`config.mk`:
```
export PLATFORM = sky130hd
export DESIGN_NAME = erai_kmh_div
export DESIGN_NICKNAME = d
export VERILOG_FILES = /design/src/hw/rtl/erai_pkg.sv /design/src/hw/rtl/erai_kmh_div.sv
export SDC_FILE = /design/constraint.sdc
export NUM_CORES = 1
export LEC_CHECK = 0
export BUFFER_PORTS_ARGS = -buffer_cell sky130_fd_sc_hd__buf_2
export CORE_MARGIN = 8
export CORE_UTILIZATION = 59
export CTS_BUF_LIST = sky130_fd_sc_hd__clkbuf_8
export DETAILED_ROUTE_END_ITERATION = 7
export PLACE_DENSITY = 0.87
export SLEW_MARGIN = 20
export SYNTH_ARGS = -nofsm -noshare
export SYNTH_HDL_FRONTEND = slang
export SYNTH_SLANG_ARGS = --single-unit
```
`constraint.sdc`:
```
create_clock -name i_clk -period 7.59 [get_ports i_clk]
set_clock_uncertainty 0.05 [all_clocks]
set_input_delay 0.759 -clock i_clk [delete_from_list [all_inputs] [get_ports i_clk]]
set_output_delay 0.759 -clock i_clk [all_outputs]
set_load 0.005 [all_outputs]
```
`src/hw/rtl/erai_pkg.sv`:
```
// shared types, constants and helpers for the euler rotate / accel integrate block
// no dependencies; used by every module in hw/rtl
`default_nettype none

package erai_pkg;

    typedef logic signed [31:0] t_q16;

    typedef struct packed {
        t_q16 z;
        t_q16 y;
        t_q16 x;
    } t_vec3;

    typedef struct packed {
        t_q16 cy;
        t_q16 sy;
        t_q16 cp;
        t_q16 sp;
        t_q16 cr;
        t_q16 sr;
    } t_trig;

    typedef enum logic [1:0] {
        CMD_DIR   = 2'd0,
        CMD_ACCEL = 2'd1,
        CMD_SPEED = 2'd2,
        CMD_TICK  = 2'd3
    } t_cmd;

    localparam int TwoPiQ16    = 411775;
    localparam int PiQ16       = 205887;
    localparam int HalfPiQ16   = 102944;
    localparam int CordicGain  = 652032874;
    localparam int CordicSteps = 30;
    localparam int ModSteps    = 14;
    localparam longint ModOffset = 64'd2147818400;

    function automatic logic signed [33:0] f_atan(input logic [4:0] idx);
        logic signed [33:0] v;
        case (idx)
            5'd0:  v = 34'sd843314857;
            5'd1:  v = 34'sd497837829;
            5'd2:  v = 34'sd263043837;
            5'd3:  v = 34'sd133525159;
            5'd4:  v = 34'sd67021687;
            5'd5:  v = 34'sd33543516;
            5'd6:  v = 34'sd16775851;
            5'd7:  v = 34'sd8388437;
            5'd8:  v = 34'sd4194283;
            5'd9:  v = 34'sd2097149;
            5'd10: v = 34'sd1048575;
            5'd11: v = 34'sd524287;
            5'd12: v = 34'sd262143;
            5'd13: v = 34'sd131071;
            5'd14: v = 34'sd65535;
            5'd15: v = 34'sd32767;
            5'd16: v = 34'sd16383;
            5'd17: v = 34'sd8191;
            5'd18: v = 34'sd4095;
            5'd19: v = 34'sd2047;
            5'd20: v = 34'sd1023;
            5'd21: v = 34'sd511;
            5'd22: v = 34'sd255;
            5'd23: v = 34'sd127;
            5'd24: v = 34'sd63;
            5'd25: v = 34'sd31;
            5'd26: v = 34'sd15;
            5'd27: v = 34'sd8;
            5'd28: v = 34'sd4;
            5'd29: v = 34'sd2;
            default: v = 34'sd0;
        endcase
        return v;
    endfunction

    function automatic t_q16 f_sat32(input logic signed [49:0] v);
        t_q16 r;
        if (v > 50'sd2147483647) begin
            r = 32'sh7fffffff;
        end else if (v < -50'sd2147483648) begin
            r = 32'sh80000000;
        end else begin
            r = v[31:0];
        end
        return r;
    endfunction

endpackage

`default_nettype wire

```
`src/hw/rtl/erai_kmh_div.sv`:
```
// km/h to m/s: floor((5*s + 9) / 18) by two registered reciprocal multiplications
// depends on erai_pkg
`default_nettype none

module erai_kmh_div (
    input  wire logic            i_clk,
    input  wire logic            i_rst_n,
    input  wire logic            i_start,
    input  wire erai_pkg::t_q16  i_kmh,
    output erai_pkg::t_q16       o_vel,
    output logic                 o_done
);

    localparam logic [18:0] RecipHi = 19'd466034;
    localparam logic [20:0] RecipLo = 21'd1864136;
    localparam logic signed [35:0] Bias = 36'sd19327352832;
    localparam logic [31:0] BiasQ = 32'h40000000;

    logic r_s1, r_s2, r_done;
    logic [33:0] r_v;
    logic [17:0] r_h;
    logic [14:0] r_qh;
    logic [15:0] r_l;
    erai_pkg::t_q16 r_vel;

    logic signed [35:0] num, ofs;
    logic [36:0] prod_hi;
    logic [3:0] rh;
    logic [40:0] prod_lo;

    always_comb begin
        num = (36'(i_kmh) <<< 2) + 36'(i_kmh) + 36'sd9;
        // offset by 18 * 2^30 keeps the dividend non-negative
        ofs = num + Bias;
        // upper 18 bits divided by 9
        prod_hi = 37'(r_v[33:16]) * 37'(RecipHi);
        rh = 4'(r_h - ({r_qh, 3'b000} + 18'(r_qh)));
        // remainder joined with the lower 16 bits, divided by 9
        prod_lo = 41'({rh, r_l}) * 41'(RecipLo);
    end

    always_ff @(posedge i_clk) begin
        if (!i_rst_n) begin
            r_s1   <= 1'b0;
            r_s2   <= 1'b0;
            r_done <= 1'b0;
        end else begin
            r_s1   <= i_start;
            r_s2   <= r_s1;
            r_done <= r_s2;
            if (i_start) begin
                r_v <= ofs[34:1];
            end
            if (r_s1) begin
                r_h  <= r_v[33:16];
                r_l  <= r_v[15:0];
                r_qh <= prod_hi[36:22];
            end
            if (r_s2) begin
                r_vel <= {1'b0, r_qh, prod_lo[39:24]} - BiasQ;
            end
        end
    end

    assign o_vel  = r_vel;
    assign o_done = r_done;

endmodule

`default_nettype wire

```
==> results of run 1 <==
-- through the flow --
stage | std cells | worst slack, ns | hold WS, ns | cell area, um2
after floorplan | 1343 | 1.68 | 0.350 | 14700
after global placement | 1733 | 1.19 | 0.350 | 15400
after detailed placement | 1733 | 0.955 | 0.355 | 15400
after CTS | 1749 | 0.927 | 0.379 | 15600
after global routing | 1749 | 0.592 | 0.384 | 15600
final | 1749 | 0.876 | 0.378 | 15600
-- layout make-up --
cell class	instances	area, um2	area share
well taps	324	405	0.0259
inverters	322	1210	0.0773
clock buffers	9	124	0.00793
multi-input cells	914	10400	0.665
clock inverters	7	72.6	0.00464
repair buffers	70	358	0.0229
flip-flops and latches	103	3060	0.196
-- cell families (layout without fill, tap and decap cells) --
family / count (synthesis) / count (layout) / share of synthesized area
AO/OA/AOI/OAI: 195 / 195 / 0.0952
XOR/XNOR: 79 / 79 / 0.0471
adder cells (fa/ha/maj): 512 / 512 / 0.523
buffers and inverters: 326 / 408 / 0.0836
flip-flops: 103 / 103 / 0.209
multiplexers: 1 / 1 / 0.000682
AND/OR/NAND/NOR: 127 / 127 / 0.0423
-- metal layers --
layer  global-route usage  part of all wire  vias up
met2                0.340              0.46      283
met4               0.0577             0.022        0
met3               0.0331             0.057       54
met5                    0                 0        -
li1                     -                 -     4652
met1                0.285              0.46     4770
-- flip-flops by register name (all words and copies together), names as in the netlist --
register	flops
o_done	1
o_vel	31
r_h	4
r_l	16
r_qh	15
r_s1	1
r_s2	1
r_v	34
-- cells in the mapped netlist, types with 3 or more instances --
cell type and count:
a21o_1 33, and4_1 3, nand3_1 4, edfxtp_1 100, o31ai_1 6, o21ai_0 22, o21ai_1 4, ha_1 343
o21a_1 18, and3_1 4, a2111oi_0 3, fa_1 169, nor3b_1 4, nand2b_1 3, clkbuf_1 3, dfxtp_1 3
xor2_1 26, o41ai_2 4, a21oi_1 55, a211o_1 4, nand4_1 12, nand2_1 35, inv_1 322, a31oi_1 4
and2_1 6, xnor2_1 53, nor2_1 32, or2_2 4, nor3_1 14, o21bai_1 11
-- path summary, 6_finish.rpt --
kind                              start   endpoint  slack (ns)  depth (start not counted)
worst max register to register  r_qh[0]  o_vel[15]        0.88                         23
worst min register to register   r_v[8]     r_l[8]        0.38                          0
worst min-delay path             r_v[8]     r_l[8]        0.38                          0
worst max-delay path            r_qh[0]  o_vel[15]        0.88                         23
==> impl_results.md, run 1 <==
* Via density at 5.58
* Final critical-path required period at 6.71 ns
* Setup TNS at 0 ns
* Filler Cell Count at 1901
* IO Count at 68
* I/O Buffers at 67
* # hold bufs at CTS at 0
* Mean post-synth cell area at 10.9 um2
* Post-Route WL at 31000 um
* Largest net degree at the start of global routing at 36
* Die area at 30200 um2
* Vias in the first global route at 10321
* Synth Warn # at 0
* Sequential share of the synthesized area at 0.209
* F_max at 149 MHz
* Final hold violation count at 0
* Clock Tree Buf Depth at 2
* Post-CTS sizing at 0
* RSZ-0062 raised after global routing: false
* Area delta synth->final at 6.41%
* Worst-margin pin slew at 0.660 ns
* Yosys top cell area share at 0.292
* Overall routing resource usage at 0.209
* Cell Rows at 57
* H-tree depth at 3
* Die W at 174 um
* Num CTS Buffers at 9
* Prevailing post-synth register cell: edfxtp_1
* Synth area leaders: ha_1 (29%), fa_1 (23%), edfxtp_1 (20%)
* Clock transition at path regs at 0.12 ns
* Grt total ovfl at 0
* Initial core utilization at 0.602
* Share of layout cells above drive strength 1 at 0.0723
* Critical-path maximum fanout at 5
* Worst Setup Start Kind: flop
* Routed wire length per instance at 17.7 um
* CP Capture Type: flop
* Setup violations, final at 0
* Yosys reg bits at 103
* DRC viols at 0
* Initial antenna violation count at 0
* Fin. max-slew vios at 0
* Clock root cell: clkbuf_8
* Vias at 9759
* First-pass DRT Iterations at 7
* Core ar. at 24400 um2
* Num Clock Sinks at 103
* WS Path Type: reg -> reg
* Detail Route Antenna Nets at 0
* Status: completed
* Crit-path most repeated cell: ha_1
* Period Utilization, post-route at 0.885
* Max incr delay on CP at 0.55 ns
* Postcts setup bufs at 0
* First-pass GRT wire length at 51000 um
* Clock Latency Late Sink at 0.39 ns
* NumNets Final at 1967
* EDFF count, synth at 100
* Final core occ at 0.641
* Crit-path cells: ha_1 > inv_1 > ha_1 > a211oi_1 > xnor2_1 > inv_1 > ha_1 > ha_1 > fa_1 > fa_1 > inv_1 > fa_1 > inv_1 > ha_1 > nand4_1 > nor2_1 > nand3_1 > o31ai_1 > o41ai_2 > o31ai_1 > a21o_1 > a21bo_1 > xnor2_1
* Buf/Inv on CP at 4
* Yosys top cell by area: ha_1
* CP required at 7.70 ns
* CP top delay family: adder cells
* Slowest CP cell: fa_1
* Syn Nets at 1890
* Critical path arrival at 6.83 ns
* Post-DP HPWL at 27400 um
* N_diodes at 0
* 1st-iter DRT viols at 593
* Most frequent cells in the layout: ha_1 (343), inv_1 (322), fa_1 (169), edfxtp_1 (100), buf_2 (67)
* Synth unique cells at 61
* Synth Cell Area at 14700 um2
* Async SR Flop Fraction at 0
* Routability cong. at 0.968
* TritonCTS clock tree: yes
* Max-slew headroom at 0.555
* Synthesized netlist cell count at 1343
* Commonest non-fill, non-tap cell in the layout: ha_1
* HP Class: reg -> reg
* Die height at 174 um
* Max-cap viol count at 0
Power of run 1 is left out: the tool's default activity adds up to more than one toggle a clock period on the data nets, which glitch-free logic cannot reach.
==> inputs of run 2 (changes only) <==
--- a/config.mk
+++ b/config.mk
@@ -10,7 +10,7 @@
 export CORE_UTILIZATION = 59
 export CTS_BUF_LIST = sky130_fd_sc_hd__clkbuf_8
 export DETAILED_ROUTE_END_ITERATION = 7
-export PLACE_DENSITY = 0.87
+export PLACE_DENSITY_LB_ADDON = 0.3
 export SLEW_MARGIN = 20
 export SYNTH_ARGS = -nofsm -noshare
 export SYNTH_HDL_FRONTEND = slang
==> impl_results.md, run 2 (synthesized netlist as in run 1, its figures left out) <==
* Via density at 5.44
* Worst Setup Start Kind: flop
* Num Clock Sinks at 103
* Worst r2r src: r_qh[0]
* Post-Route WL at 29800 um
* Clock root cell: clkbuf_8
* Largest net degree at the start of global routing at 36
* Max-cap viol count at 0
* Status: completed
* Routability cong. at 0.975
* Period Utilization, post-route at 0.908
* Clock Latency Late Sink at 0.40 ns
* Area delta synth->final at 6.32%
* Setup violations, final at 0
* Die area at 30200 um2
* Final critical-path required period at 6.89 ns
* # hold bufs at CTS at 0
* CP required at 7.70 ns
* Commonest non-fill, non-tap cell in the layout: ha_1
* Core ar. at 24400 um2
* DRC viols at 0
* Top reg by flops: r_v
* First-pass GRT wire length at 50100 um
* Detail Route Antenna Nets at 0
* Routed wire length per instance at 17.0 um
* Vias in the first global route at 10220
* Grt total ovfl at 0
* R2R Path End: o_vel[15]
* Vias at 9518
* Setup TNS at 0 ns
* Clock Tree Buf Depth at 2
* Die W at 174 um
* CP Capture Type: flop
* F_max at 145 MHz
* Fin. max-slew vios at 0
* Final hold violation count at 0
* Initial core utilization at 0.602
* Initial antenna violation count at 0
* Max FFs per register at 34
* Clock transition at path regs at 0.11 ns
* H-tree depth at 3
* Max-slew headroom at 0.493
* DR WL met2 at 13600 um
* Post-CTS sizing at 0
* 1st-iter DRT viols at 426
* Cell Rows at 57
* HP Class: reg -> reg
* Num CTS Buffers at 9
* Worst-margin pin slew at 0.755 ns
* First-pass DRT Iterations at 7
* TritonCTS clock tree: yes
* Wl on met1 at 13900 um
* Overall routing resource usage at 0.204
* Share of layout cells above drive strength 1 at 0.0716
* Post-DP HPWL at 26600 um
* N_diodes at 0
* Most frequent cells in the layout: ha_1 (343), inv_1 (323), fa_1 (169), edfxtp_1 (100), buf_2 (67)
* WS Path Type: reg -> reg
* NumNets Final at 1967
* Die height at 174 um
* RSZ-0062 raised after global routing: false
* I/O Buffers at 67
* IO Count at 68
* Critical-path maximum fanout at 5
* Reg2Reg Depth at 23
* CP startpoint: r_qh[0]
* Max layer used: met4
* Postcts setup bufs at 0
* DR WL met3 at 1560 um
* Critical path arrival at 7.00 ns
* R2r setup slk at 0.70 ns
* Timing endpoint of the critical path: o_vel[15]
run 2: cell counts in the layout (fill, tap and decap cells not counted):
No cell type changed its count.
run 2: critical path, stage by stage (launching register included):
cell and delay, ns:
edfxtp_1 0.48, ha_1 0.23, inv_1 0.08, ha_1 0.24, a211oi_1 0.27, xnor2_1 0.27
inv_1 0.23, ha_1 0.37, ha_1 0.31, fa_1 0.47, fa_1 0.55, inv_1 0.05
fa_1 0.52, inv_1 0.04, ha_1 0.35, nand4_1 0.18, nor2_1 0.18, nand3_1 0.09
o31ai_1 0.62, o41ai_2 0.22, o31ai_1 0.42, a21o_1 0.21, a21bo_1 0.14, xnor2_1 0.07
run 2: area by class of cell:
cell class | instances | area, um2
Multi-Input combinational cell | 914 | 10400
Fill cell | 1969 | 8780
Sequential cell | 103 | 3060
Inverter | 322 | 1210
Tap cell | 324 | 405
Timing Repair Buffer | 70 | 358
Clock buffer | 9 | 124
Clock inverter | 7 | 60.1
run 2: worst min path at each step:
stage / start / end / slack [ns] / depth (start not counted)
3_5_place_dp: r_qh[5] / o_vel[21] / 0.35 / 0
3_3_place_gp: r_v[14] / r_l[14] / 0.35 / 0
2_1_floorplan: r_qh[4] / o_vel[20] / 0.35 / 0
4_1_cts: r_qh[13] / o_vel[29] / 0.37 / 0
6_report: r_v[4] / r_l[4] / 0.37 / 0
5_1_grt: r_v[13] / r_l[13] / 0.38 / 0
run 2: layer usage:
metal | GRT usage | vias up
li1 | - | 4644
met1 | 0.280 | 4593
met2 | 0.328 | 230
met3 | 0.0292 | 51
met4 | 0.0684 | 0
met5 | 0 | -
run 2: stage by stage:
step | hold slack, ns | instances | instance area, um2 | util | worst slack, ns
floorplan | 0.350 | 1343 | 14700 | - | 1.68
global placement | 0.352 | 1733 | 15400 | 0.633 | 0.961
detailed placement | 0.355 | 1733 | 15400 | 0.633 | 0.773
CTS | 0.369 | 1749 | 15600 | 0.640 | 0.750
global route | 0.383 | 1749 | 15600 | 0.640 | 0.397
finish | 0.367 | 1749 | 15600 | 0.640 | 0.698
Power of run 2 is left out for the same reason.
==> inputs of run 3 (changes only) <==
==> constraint.sdc (replaced) <==
create_clock -name i_clk -period 8.1 [get_ports i_clk]
set_clock_uncertainty 0.05 [all_clocks]
set_input_delay 0.81 -clock i_clk [delete_from_list [all_inputs] [get_ports i_clk]]
set_output_delay 0.81 -clock i_clk [all_outputs]
set_load 0.005 [all_outputs]
==> impl_results.md, run 3 (synthesized netlist as in run 1, its figures left out) <==
* Commonest non-fill, non-tap cell in the layout: ha_1
* Vias at 9510
* CP required at 8.21 ns
* Initial antenna violation count at 0
* Num CTS Buffers at 9
* Via density at 5.44
* Final critical-path required period at 6.85 ns
* N_diodes at 0
* Clock transition at path regs at 0.11 ns
* Critical-path maximum fanout at 5
* Vias in the first global route at 9995
* Worst Setup Start Kind: flop
* WS Path Type: reg -> reg
* 1st-iter DRT viols at 413
* DRC viols at 0
* Post-DP HPWL at 26500 um
* Finished Layout Cells at 1749
* Core ar. at 24400 um2
* H-tree depth at 3
* Worst-margin pin slew at 0.775 ns
* Post-CTS sizing at 0
* Clock root cell: clkbuf_8
* WHS at 0.366 ns
* I/O Buffers at 67
* Clock Latency Late Sink at 0.39 ns
* CP Capture Type: flop
* Postcts setup bufs at 0
* TritonCTS clock tree: yes
* Routed wire length per instance at 16.8 um
* NumNets Final at 1967
* Overall routing resource usage at 0.202
* Num Clock Sinks at 103
* Setup TNS at 0 ns
* RSZ-0062 raised after global routing: false
* Most frequent cells in the layout: ha_1 (343), inv_1 (323), fa_1 (169), edfxtp_1 (100), buf_2 (67)
* # hold bufs at CTS at 0
* Largest net degree at the start of global routing at 36
* Die height at 174 um
* First-pass GRT wire length at 49500 um
* Initial core utilization at 0.602
* Share of layout cells above drive strength 1 at 0.0716
* Setup violations, final at 0
* F_max at 146 MHz
* Routability cong. at 0.976
* Max-slew headroom at 0.479
* Detail Route Antenna Nets at 0
* Status: completed
* Max FFs per register at 34
* Clock Tree Buf Depth at 2
* Top reg by flops: r_v
* Cell Rows at 57
* Fin. max-slew vios at 0
* Period Utilization, post-route at 0.846
* Die area at 30200 um2
* IO Count at 68
* Die W at 174 um
* Final core occ at 0.640
* DP Cell Count at 1733
* First-pass DRT Iterations at 5
* Grt total ovfl at 0
* HP Class: reg -> reg
* Max-cap viol count at 0
* Post-Route WL at 29500 um
* Area delta synth->final at 6.32%
* Final hold violation count at 0
* Critical path arrival at 6.96 ns
==> run 3: cell counts in the layout (fill, tap and decap cells not counted) <==
Identical to the previous run, type by type.
==> run 3: worst paths after layout <==
kind	depth (start not counted)	endpoint	from	slack, ns
worst max-delay path	23	o_vel[15]	r_qh[0]	1.25
worst min-delay path	0	r_l[4]	r_v[4]	0.37
worst max register to register	23	o_vel[15]	r_qh[0]	1.25
worst min register to register	0	r_l[4]	r_v[4]	0.37
==> run 3: area by class of cell <==
class	count	area, um2
inverter	322	1210
tap	324	405
clock buffer	9	124
multi-input combinational	914	10400
clock inverter	7	60.1
sequential	103	3060
timing repair buffer	70	358
fill	1962	8780
==> run 3: layer usage <==
| metal | GRT usage | vias to the layer above | share of wire |
|---|---|---|---|
| met4 | 0.0559 | 0 | 0.019 |
| met3 | 0.0283 | 39 | 0.043 |
| met1 | 0.280 | 4603 | 0.48 |
| li1 | - | 4654 | - |
| met5 | 0 | - | 0 |
| met2 | 0.326 | 214 | 0.46 |
==> run 3: worst max-delay path: stages, from the launching register on <==
cell and delay (ns):
edfxtp_1 0.47, ha_1 0.21, inv_1 0.08, ha_1 0.23, a211oi_1 0.25, xnor2_1 0.28
inv_1 0.24, ha_1 0.38, ha_1 0.31, fa_1 0.47, fa_1 0.55, inv_1 0.06
fa_1 0.52, inv_1 0.04, ha_1 0.36, nand4_1 0.18, nor2_1 0.19, nand3_1 0.09
o31ai_1 0.64, o41ai_2 0.22, o31ai_1 0.41, a21o_1 0.21, a21bo_1 0.14, xnor2_1 0.07
==> run 3: stage by stage <==
stage               area (um2)  worst slack [ns]
global placement         15400              1.47
detailed placement       15400              1.29
floorplan                14700              2.19
global route             15600             0.929
CTS                      15600              1.27
finish                   15600              1.25
Power of run 3 is left out for the same reason.
